[src/sv/irbtd_pkg.sv]
// shared types, register map and constants for the i/o register block
package irbtd_pkg;

    localparam int NUM_REGS     = 23;
    localparam int DISK_LATENCY = 1024;
    localparam int FB_SIDE      = 256;
    localparam int FB_SIZE      = FB_SIDE * FB_SIDE;
    localparam int IDX_W        = $clog2(NUM_REGS);
    localparam int DISK_CNT_W   = 11;

    localparam logic [DISK_CNT_W-1:0] DISK_LOAD = DISK_CNT_W'(DISK_LATENCY);
    localparam logic [32:0]           FB_LIMIT  = 33'(FB_SIZE);

    // command codes
    localparam logic [1:0] CMD_READ  = 2'd0;
    localparam logic [1:0] CMD_WRITE = 2'd1;
    localparam logic [1:0] CMD_TICK  = 2'd2;

    // register map
    localparam logic [4:0] REG_TIMER_EN   = 5'd0;
    localparam logic [4:0] REG_DISK_EN    = 5'd1;
    localparam logic [4:0] REG_TIMER_STAT = 5'd3;
    localparam logic [4:0] REG_DISK_STAT  = 5'd4;
    localparam logic [4:0] REG_CYCLES     = 5'd8;
    localparam logic [4:0] REG_LED        = 5'd9;
    localparam logic [4:0] REG_DISPLAY    = 5'd10;
    localparam logic [4:0] REG_MON_CMD    = 5'd11;
    localparam logic [4:0] REG_PIX_ADDR   = 5'd12;
    localparam logic [4:0] REG_PIX_DATA   = 5'd13;
    localparam logic [4:0] REG_DISK       = 5'd14;
    localparam logic [4:0] REG_TIMER_CUR  = 5'd21;
    localparam logic [4:0] REG_TIMER_MAX  = 5'd22;

    typedef struct packed {
        logic [1:0]  cmd;
        logic [4:0]  reg_index;
        logic [31:0] wdata;
    } t_irbtd_req;

    typedef struct packed {
        logic [31:0] rdata;
        logic        fb_write;
        logic [15:0] fb_addr;
        logic [7:0]  fb_pixel;
        logic        disk_busy_out;
        logic        timer_irq;
        logic        disk_irq;
        logic [31:0] led_bits;
        logic [31:0] seg_display;
    } t_irbtd_res;

endpackage

[src/sv/irbtd_core.sv]
// register file, counters, timer and disk state with the per-request update logic
module irbtd_core (
    input  logic                  i_clk,
    input  logic                  i_rst_n,
    input  logic                  i_en,
    input  irbtd_pkg::t_irbtd_req i_req,
    output irbtd_pkg::t_irbtd_res o_res
);

    logic [31:0] r_regs [irbtd_pkg::NUM_REGS];
    logic [31:0] n_regs [irbtd_pkg::NUM_REGS];
    logic [31:0] r_led, n_led;
    logic [31:0] r_display, n_display;
    logic [31:0] r_cycles, n_cycles;
    logic [irbtd_pkg::DISK_CNT_W-1:0] r_disk_cnt, n_disk_cnt;
    logic        r_disk_busy, n_disk_busy;

    logic                        in_range;
    logic [irbtd_pkg::IDX_W-1:0] idx;
    logic [irbtd_pkg::DISK_CNT_W-1:0] cnt_dec;
    logic [31:0]                 rd_val;
    logic [31:0]                 pix_addr;
    logic                        fb_hit;

    assign in_range = {27'd0, i_req.reg_index} < 32'(irbtd_pkg::NUM_REGS);
    assign idx      = i_req.reg_index[irbtd_pkg::IDX_W-1:0];
    assign cnt_dec  = r_disk_cnt - irbtd_pkg::DISK_CNT_W'(1);
    assign pix_addr = r_regs[irbtd_pkg::REG_PIX_ADDR[irbtd_pkg::IDX_W-1:0]];

    // read mux
    always_comb begin
        rd_val = '0;
        if (in_range) begin
            case (i_req.reg_index)
                irbtd_pkg::REG_CYCLES:  rd_val = r_cycles;
                irbtd_pkg::REG_LED:     rd_val = r_led;
                irbtd_pkg::REG_DISPLAY: rd_val = r_display;
                irbtd_pkg::REG_DISK:    rd_val = {31'd0, r_disk_busy};
                default:                rd_val = r_regs[idx];
            endcase
        end
    end

    // pixel write happens on monitor command 1 with an address inside the frame
    assign fb_hit = (i_req.cmd == irbtd_pkg::CMD_WRITE) && in_range
                 && (i_req.reg_index == irbtd_pkg::REG_MON_CMD)
                 && (i_req.wdata == 32'd1)
                 && ({1'b0, pix_addr} < irbtd_pkg::FB_LIMIT);

    always_comb begin
        n_regs      = r_regs;
        n_led       = r_led;
        n_display   = r_display;
        n_cycles    = r_cycles;
        n_disk_cnt  = r_disk_cnt;
        n_disk_busy = r_disk_busy;
        case (i_req.cmd)
            irbtd_pkg::CMD_WRITE: begin
                if (in_range) begin
                    case (i_req.reg_index)
                        irbtd_pkg::REG_LED:     n_led = i_req.wdata;
                        irbtd_pkg::REG_DISPLAY: n_display = i_req.wdata;
                        irbtd_pkg::REG_MON_CMD: ;
                        irbtd_pkg::REG_DISK: begin
                            if (!r_disk_busy && i_req.wdata == 32'd1) begin
                                n_disk_busy = 1'b1;
                                n_disk_cnt  = irbtd_pkg::DISK_LOAD;
                            end
                        end
                        default: n_regs[idx] = i_req.wdata;
                    endcase
                end
            end
            irbtd_pkg::CMD_TICK: begin
                n_cycles = r_cycles + 32'd1;
                if (r_disk_busy) begin
                    n_disk_cnt = cnt_dec;
                    if (cnt_dec == '0) begin
                        n_disk_busy = 1'b0;
                        if (r_regs[irbtd_pkg::REG_DISK_EN[irbtd_pkg::IDX_W-1:0]] != '0)
                            n_regs[irbtd_pkg::REG_DISK_STAT[irbtd_pkg::IDX_W-1:0]] = 32'd1;
                    end
                end
                if (r_regs[irbtd_pkg::REG_TIMER_EN[irbtd_pkg::IDX_W-1:0]] != '0
                    && r_regs[irbtd_pkg::REG_TIMER_CUR[irbtd_pkg::IDX_W-1:0]]
                       == r_regs[irbtd_pkg::REG_TIMER_MAX[irbtd_pkg::IDX_W-1:0]]) begin
                    n_regs[irbtd_pkg::REG_TIMER_STAT[irbtd_pkg::IDX_W-1:0]] = 32'd1;
                    n_regs[irbtd_pkg::REG_TIMER_CUR[irbtd_pkg::IDX_W-1:0]]  = '0;
                end else if (r_regs[irbtd_pkg::REG_TIMER_CUR[irbtd_pkg::IDX_W-1:0]]
                             < r_regs[irbtd_pkg::REG_TIMER_MAX[irbtd_pkg::IDX_W-1:0]]) begin
                    n_regs[irbtd_pkg::REG_TIMER_CUR[irbtd_pkg::IDX_W-1:0]] =
                        r_regs[irbtd_pkg::REG_TIMER_CUR[irbtd_pkg::IDX_W-1:0]] + 32'd1;
                end
            end
            default: ;
        endcase
    end

    always_ff @(posedge i_clk) begin
        if (!i_rst_n) begin
            for (int i = 0; i < irbtd_pkg::NUM_REGS; i++) r_regs[i] <= '0;
            r_led       <= '0;
            r_display   <= '0;
            r_cycles    <= '0;
            r_disk_cnt  <= '0;
            r_disk_busy <= 1'b0;
        end else if (i_en) begin
            r_regs      <= n_regs;
            r_led       <= n_led;
            r_display   <= n_display;
            r_cycles    <= n_cycles;
            r_disk_cnt  <= n_disk_cnt;
            r_disk_busy <= n_disk_busy;
        end
    end

    always_comb begin
        o_res.rdata         = (i_req.cmd == irbtd_pkg::CMD_READ) ? rd_val : '0;
        o_res.fb_write      = fb_hit;
        o_res.fb_addr       = fb_hit ? pix_addr[15:0] : '0;
        o_res.fb_pixel      = fb_hit ? r_regs[irbtd_pkg::REG_PIX_DATA[irbtd_pkg::IDX_W-1:0]][7:0]
                                     : '0;
        o_res.disk_busy_out = n_disk_busy;
        o_res.timer_irq     = n_regs[irbtd_pkg::REG_TIMER_STAT[irbtd_pkg::IDX_W-1:0]] != '0;
        o_res.disk_irq      = n_regs[irbtd_pkg::REG_DISK_STAT[irbtd_pkg::IDX_W-1:0]] != '0;
        o_res.led_bits      = n_led;
        o_res.seg_display   = n_display;
    end

endmodule

[src/sv/io_register_block_timer_disk_fb_unit.sv]
// top level of the i/o register block: request register, core update and result register
//
// i/o register block for a small cpu: each request is a register read, a register
// write or one clock tick, and each request yields exactly one result.  registers
// 23 and up ignore writes and read as zero.  reads of 8 return the cycle counter,
// 9 the leds, 10 the display, 14 the disk busy flag; everything else comes from the
// register file.  writing 1 to register 11 reports one framebuffer pixel write
// (address from register 12, byte from register 13) on fb_write/fb_addr/fb_pixel;
// the pixel store itself lives outside this block.  writing 1 to register 14 while
// idle starts a 1024-tick disk busy period that sets register 4 at its end when
// register 1 is nonzero.  a tick bumps the cycle counter and runs the compare
// timer (registers 0, 3, 21, 22).  throughput is one request per clock while the
// result is not stalled.  an accepted request sits in the request register until
// the result slot is free or emptying; then the state update and the result
// capture happen together and the result register offers the result.  a stalled
// result keeps its slot and holds the request register; the input stalls only when
// both hold a request, so up to two requests are in flight.  no clearing pass after reset.
module io_register_block_timer_disk_fb_unit (
    input  logic                  i_clk,
    input  logic                  i_rst_n,
    input  logic                  i_in_valid,
    output logic                  o_in_stall,
    input  irbtd_pkg::t_irbtd_req i_in_req,
    output logic                  o_out_valid,
    input  logic                  i_out_stall,
    output irbtd_pkg::t_irbtd_res o_out_res
);

    logic                  r_req_valid;
    irbtd_pkg::t_irbtd_req r_req;
    logic                  r_out_valid;
    irbtd_pkg::t_irbtd_res r_out;
    irbtd_pkg::t_irbtd_res core_res;
    logic                  advance;

    // result slot is free, or its content leaves this cycle
    assign advance    = !r_out_valid || !i_out_stall;
    assign o_in_stall = r_req_valid && !advance;

    irbtd_core u_core (
        .i_clk   (i_clk),
        .i_rst_n (i_rst_n),
        .i_en    (r_req_valid && advance),
        .i_req   (r_req),
        .o_res   (core_res)
    );

    // request register
    always_ff @(posedge i_clk) begin
        if (!i_rst_n) begin
            r_req_valid <= 1'b0;
        end else if (!o_in_stall) begin
            r_req_valid <= i_in_valid;
        end
    end

    always_ff @(posedge i_clk) begin
        if (!o_in_stall && i_in_valid) begin
            r_req <= i_in_req;
        end
    end

    // result register
    always_ff @(posedge i_clk) begin
        if (!i_rst_n) begin
            r_out_valid <= 1'b0;
        end else if (advance) begin
            r_out_valid <= r_req_valid;
        end
    end

    always_ff @(posedge i_clk) begin
        if (advance && r_req_valid) begin
            r_out <= core_res;
        end
    end

    assign o_out_valid = r_out_valid;
    assign o_out_res   = r_out;

endmodule
[config.mk]
export PLATFORM = sky130hd
export DESIGN_NAME = io_register_block_timer_disk_fb_unit
export DESIGN_NICKNAME = d
export VERILOG_FILES = /design/src/sv/irbtd_pkg.sv /design/src/sv/irbtd_core.sv /design/src/sv/io_register_block_timer_disk_fb_unit.sv
export SDC_FILE = /design/constraint.sdc
export NUM_CORES = 2
export LEC_CHECK = 0
export ABC_AREA = 0
export BUFFER_PORTS_ARGS = -buffer_cell sky130_fd_sc_hd__clkbuf_2
export CAP_MARGIN = 20
export CORE_UTILIZATION = 40
export DETAILED_ROUTE_END_ITERATION = 7
export GPL_ROUTABILITY_DRIVEN = 0
export GPL_TIMING_DRIVEN = 0
export PLACE_DENSITY_LB_ADDON = 0.12
export SLEW_MARGIN = 20
export SYNTH_ARGS = -nofsm -noshare
export SYNTH_HDL_FRONTEND = slang
export SYNTH_SLANG_ARGS = --single-unit
[constraint.sdc]
create_clock -name i_clk -period 4.5 [get_ports i_clk]
set_clock_uncertainty 0.2 [all_clocks]
set_input_delay 0.225 -clock i_clk [delete_from_list [all_inputs] [get_ports i_clk]]
set_output_delay 0.225 -clock i_clk [all_outputs]
set_load 0.03 [all_outputs]
======== After elaboration in Yosys (flattened, before gate mapping) ========
Index checks and enable logic that the tools add are counted.
storage, ports and cells
  input port bits ......................... 43
  register bits ........................... 1009
  output and inout port bits .............. 126
operators by class
  mux-type cells .......................... 34
  equality and inequality tests ........... 15
  reductions and logical operators ........ 29
  $add $sub $neg .......................... 3
  order comparisons ....................... 5
  bitwise operators ....................... 2
operator list
  kind                                                                    count
  640-bit two-way mux                                                     2
  736-bit bitwise mux                                                     1
  32-bit two-way mux                                                      15
  32-bit binary-select mux with 5-bit select                              1
  32-bit demux with 5-bit select                                          1
  32-bit case mux with 4 select lines                                     1
  64-bit case mux with 2 select lines                                     1
  32-bit nonzero test                                                     4
  32-bit by 1-bit adder with 32-bit output, second input constant         2
  32-bit case mux with 2 select lines                                     1
  11-bit two-way mux                                                      4
  32-bit by 1-bit equality test with 1-bit output, second input constant  1
  32-bit equality test                                                    1
  32-bit by 17-bit < comparator with 1-bit output, second input constant  1
  32-bit < comparator                                                     1
  5-bit by 4-bit equality test with 1-bit output, second input constant   5
  11-bit case mux with 2 select lines                                     1
  11-bit zero test                                                        1
  11-bit by 1-bit subtractor with 11-bit output, second input constant    1
  1-bit logical AND                                                       10
  6-bit >= comparator, second input constant                              1
  6-bit by 1-bit < comparator with 1-bit output, second input constant    1
  2-bit != test, second input constant                                    3
  5-bit NOT with 6-bit output                                             1
  other kinds (17)                                                        27

======== Longest topological paths before layout ========
  depth after elaboration ................. 10
  mapped depth ............................ 11

======== Cells and area by module ========
Synthesis repeated with hierarchy kept, for this count alone.
unflattened totals
  cells, all modules ...................... 4454
  area, all modules ....................... 40612.7 sq um
modules (own cells, without submodules)
  module                                cells an instance  area each (sq um)  instances
  irbtd_core                            4283               35634.2            1
  io_register_block_timer_disk_fb_unit  171                4978.5             1

======== Worst setup path before layout ========
OpenSTA, ideal clock, no wires.
  path type ............................... reg-to-reg
  from .................................... register r_out_valid (netlist: o_out_valid)
  to ...................................... register r_out (netlist bit o_out_res[0]), enable pin
  library setup time ...................... 537 ps
  buffers on the path ..................... 2
  slack ................................... -653 ps
  required time ........................... 3763 ps
  data arrival time ....................... 4417 ps
  cell stages (with the launch flop) ...... 6
  period minus slack after synthesis ...... 5153 ps
  cell sequence ........................... dfxtp_1 -> nand2_1 -> nand2_1 -> inv_2 -> buf_2 -> buf_1
between the ends
  cells in the longest elaborated chain, start to end .. 3
ends and longest elaborated chain
  what                    RTL line                                    text
  from (decl)             io_register_block_timer_disk_fb_unit.sv:31  logic r_out_valid;
  from (signal assigned)  io_register_block_timer_disk_fb_unit.sv:68  r_out_valid <= r_req_valid;
  1-bit zero test         io_register_block_timer_disk_fb_unit.sv:37  assign advance = !r_out_valid || !i_out_stall;
  1-bit logical OR        io_register_block_timer_disk_fb_unit.sv:37
  1-bit logical AND       --
  net u_core.i_en         irbtd_core.sv:5                             input logic i_en,
  to (signal assigned)    io_register_block_timer_disk_fb_unit.sv:74  r_out <= core_res;
  to (decl)               io_register_block_timer_disk_fb_unit.sv:32  irbtd_pkg::t_irbtd_res r_out;
The timed path passes the listed nets, and every way through them passes these cells.
A chain may end at the register's enable or synchronous reset.

======== Final worst setup path ========
  from .................................... register r_req[32] in the netlist's numbering
  to ...................................... register r_out (netlist bit o_out_res[96]), data pin
between the ends
  cells in the longest elaborated chain, start to end .. 5
  elaborated cells on any way between the ends .. 11
  those cells by class .................... 1 x order compare; 4 x eq/ne; 4 x mux; 1 x bitwise; 1 x reduce/logical
ends and longest elaborated chain
  what                                                    RTL line                                    text
  from (decl)                                             io_register_block_timer_disk_fb_unit.sv:30  irbtd_pkg::t_irbtd_req r_req;
  from (signal assigned)                                  io_register_block_timer_disk_fb_unit.sv:59  r_req <= i_in_req;
  5-bit NOT with 6-bit output (not written as such)       irbtd_core.sv:39                            default: rd_val = r_regs[idx];
  32-bit binary-select mux with 5-bit select              irbtd_core.sv:39
  32-bit two-way mux (not written as such) (2 in series)  irbtd_core.sv:39
  32-bit case mux with 4 select lines                     irbtd_core.sv:34                            case (i_req.reg_index)
Parallel ways exist; a longest one is shown, timed or not. The select of a mux whose other input is x is not followed.

==> results_dict.tcl <==
set metrics [dict create \
    drv_slew 0 \
    power_density_mw_per_mm2 403 \
    start_util_pct 40.5 \
    whs_endpoint "r_req[21]" \
    grt_pass1_vias 35100 \
    yosysWarnings 0 \
    fmax_ghz 0.217 \
    synth.top_cell.area_share_pct 38.1 \
    grt_overflow 0 \
    cp.arrival_ns 4.80 \
    drtIter0Drc 5028 \
    fin_crit_sh_pct 102 \
    cts_tree "done" \
    htree_levels 3 \
    drive_gt1_share_pct 15.3 \
    worstRegToRegCells 11 \
    die_area_sq_mm 0.110 \
    fin_nets 5056 \
    leakagePower_nw 17.9 \
    die_y_microns 332 \
    antenna_found_initial 11 \
    ioPinCount 169 \
    dr.pass1.iters 6 \
    max_slew_margin_pct 13.7 \
    post_cts.repair.setup_buffers 0 \
    violations "negative setup slack" \
    synth_seq_cells 994 \
    worst_slew_pin_slew_ns 1.30 \
    p_comb_share_pct 7.3 \
    setup_ws_ns -0.109 \
    multiInputGateArea_sq_mm 0.0203 \
    syn-instance-count 4647 \
    period_needed_ns 4.61 \
    clkTransAtPathRegs_ns 0.06 \
    synthArstFlopShare_pct 0 \
    p_seq_share_pct 45.6 \
    clk_latency_ns 0.73 \
    yosysUniqueCellTypes 84 \
    synth_edf_count 163 \
    r2r_end "o_out_res[96]" \
    grt_first_pass_wirelength_mm 258 \
    routedWlPerCell_microns 28.0 \
    crit_type "flop to flop" \
    vias 37800 \
    total_power_w 0.0204 \
    internal_power_w 0.0152 \
    peakVddDrop_uv 313 \
    core_area_sq_mm 0.108 \
    p_switching_w 0.00516 \
    rows 120 \
    yosysSeqAreaShare_pct 49.4 \
    root_buffer "clkbuf_16" \
    rsz0062_at_grt "no" \
    drc 0 \
    syn_to_final_growth_pct 16.1 \
    ys.flop_type "dfxtp_1" \
    via_per_inst 5.84 \
    ff2ff_setup_slack_ns -0.11 \
    ant_nets 0 \
    required_ns 4.69 \
    hp-class "primary input to flop" \
    grt_max_degree 78 \
    cts_buffers 110 \
    syn_avg_cell_area_sq_um 9.39 \
    numPortBuffers 168 \
    ys_top_cells_by_area "dfxtp_1, edfxtp_1, nand2_1, mux4_2, a21oi_1" \
    cp-start-kind "flop" \
    status "complete, but fails checks" \
    finalSetupViolations 6 \
    die_w_microns 332 \
    syn_nets 4729 \
    place_hpwl_mm 138 \
    wl_mm 181 \
    cts.sink_count 994 \
    worstReg2RegStart "r_req[32]" \
    swShare_pct 25.3 \
    ff_latch_area_sq_mm 0.0215 \
    crit_path_end_kind "flop" \
    hp-start "i_in_req[21]" \
    fillers 10400 \
    track_usage_pct 32.2 \
    whs_path_depth 2 \
    syn_area_sq_mm 0.0436 \
    drv_cap 0 \
    post-place-cells 6222 \
    path_max_fanout 10 \
    clk_path_buf_depth 3 \
    synth_top_area_cell "dfxtp_1" \
    clockPowerShare_pct 47.1 \
    finalHoldViolations 0 \
    finalNonFillerCells 6473 \
]
[state kept, by name, indices dropped and copies added (netlist names)]
name and flops:
u_core.r_disk_busy 1, r_req_valid 1, u_core.pix_addr 32, u_core.r_cycles 32
u_core.r_regs 689, u_core.r_display 32, u_core.r_disk_cnt 11, o_out_res 124
r_req 39, o_out_valid 1, u_core.r_led 32
[critical path, cell delays in order (launching register included)]
cell and delay, ns:
edfxtp_1 0.35, buf_2 0.36, buf_4 0.26, buf_2 0.43
buf_4 0.38, buf_2 0.55, mux2i_1 0.24, nor2_1 0.05
a21oi_1 0.48, o22ai_1 0.15, a21oi_1 0.50, o22ai_1 0.29
[final cells by class]
type / count / share of cell area (%)
diodes: 3 / 0.0148
plain buffers: 398 / 3.35
clock buffers: 163 / 6.40
clock inverters: 42 / 1.17
inverters: 55 / 0.408
multi-input cells: 3199 / 40.0
flip-flops and latches: 994 / 42.5
well taps: 1403 / 3.47
repair buffers: 216 / 2.66
[power by group through the flow]
| stage | combinational [W] | clock, W | sequential (W) |
|---|---|---|---|
| 2_1_floorplan | 0.000720 | 0 | 0.00954 |
| 3_3_place_gp | 0.00142 | 0 | 0.00950 |
| 3_5_place_dp | 0.00143 | 0 | 0.00949 |
| 4_1_cts | 0.00147 | 0.00967 | 0.00929 |
| 5_1_grt | 0.00154 | 0.0100 | 0.00930 |
| 6_report | 0.00150 | 0.00962 | 0.00930 |
[cells in the final DEF (no fill, tap or decap), types with 90 or more instances in the layout]
master	synthesis	layout
mux4_2	176	176
buf_2	92	90
and2_1	156	156
nand2_1	1108	1108
edfxtp_1	163	163
dfxtp_1	831	831
a21oi_1	619	619
clkbuf_1	283	301
clkbuf_16	0	111
nor2_1	230	230
mux2i_1	93	93
clkbuf_2	0	174
[metrics by stage]
step / util [%] / setup slack [ns] / setup TNS (ns) / area, sq um / hold slack, ns
6_report: 47.0 / -0.109 / -0.115 / 50600 / 0.0279
5_1_grt: 47.0 / 0.00170 / 0 / 50600 / 0.0131
4_1_cts: 47.0 / 0.00979 / 0 / 50600 / 0.00318
3_5_place_dp: 43.0 / -0.577 / -3.03 / 46300 / 0.204
3_3_place_gp: 42.9 / -0.573 / -5.67 / 46200 / 0.204
2_1_floorplan: - / 1.17 / 0 / 43600 / 0.124
[logic make-up (layout without fill, tap and decap cells)]
family          Yosys count  in the layout  share of synthesized area (%)
mux                     336            336                           13.0
xor+xnor                 36             36                          0.723
other cells               0              3                              0
compound gates          976            976                           13.3
simple gates           1812           1812                           18.3
fa+ha+maj                39             39                           1.12
flops                   994            994                           49.4
buf+inv                 454            874                           4.29
[synthesized netlist by cell type, types with 20 or more instances]
| master | instances |
|---|---|
| a21oi_1 | 619 |
| a22o_1 | 66 |
| a22oi_1 | 21 |
| and2_1 | 156 |
| buf_2 | 92 |
| clkbuf_1 | 283 |
| dfxtp_1 | 831 |
| edfxtp_1 | 163 |
| ha_1 | 39 |
| inv_1 | 53 |
| mux2_2 | 67 |
| mux2i_1 | 93 |
| mux4_2 | 176 |
| nand2_1 | 1108 |
| nand3_1 | 43 |
| nand4_1 | 38 |
| nor2_1 | 230 |
| nor3_1 | 69 |
| nor4_1 | 46 |
| o211a_1 | 32 |
| o21ai_0 | 60 |
| o22ai_1 | 66 |
| or2_2 | 38 |
| xor2_1 | 20 |
[routing by layer]
metal  GRT usage, %  routed length (microns)  vias up
li1               -                        -    16900
met1           42.8                    74400    18500
met2           50.0                    80800     1910
met3           6.26                    15900      423
met4           15.5                    10000        8
met5              0                       62        -
[how the worst max path moves through the flow]
stage,startpoint,end,slack (ns),cells past startpoint
after floorplan,o_out_valid,o_out_res[0],1.17,5
after global placement,r_req[33],o_out_res[93],-0.57,9
after detailed placement,r_req[33],o_out_res[93],-0.58,9
after CTS,r_req[32],o_out_res[109],0.01,8
after global routing,r_req[32],o_out_res[96],0.002,11
final,r_req[32],o_out_res[96],-0.11,11
[what timing repair did]
action,CTS,global route
hold endpoints to repair,95,0
hold buffers,44,0
setup endpoints to repair,9,3
gates resized for setup,8,2
No activity file was read; power rests on OpenSTA's default activity.
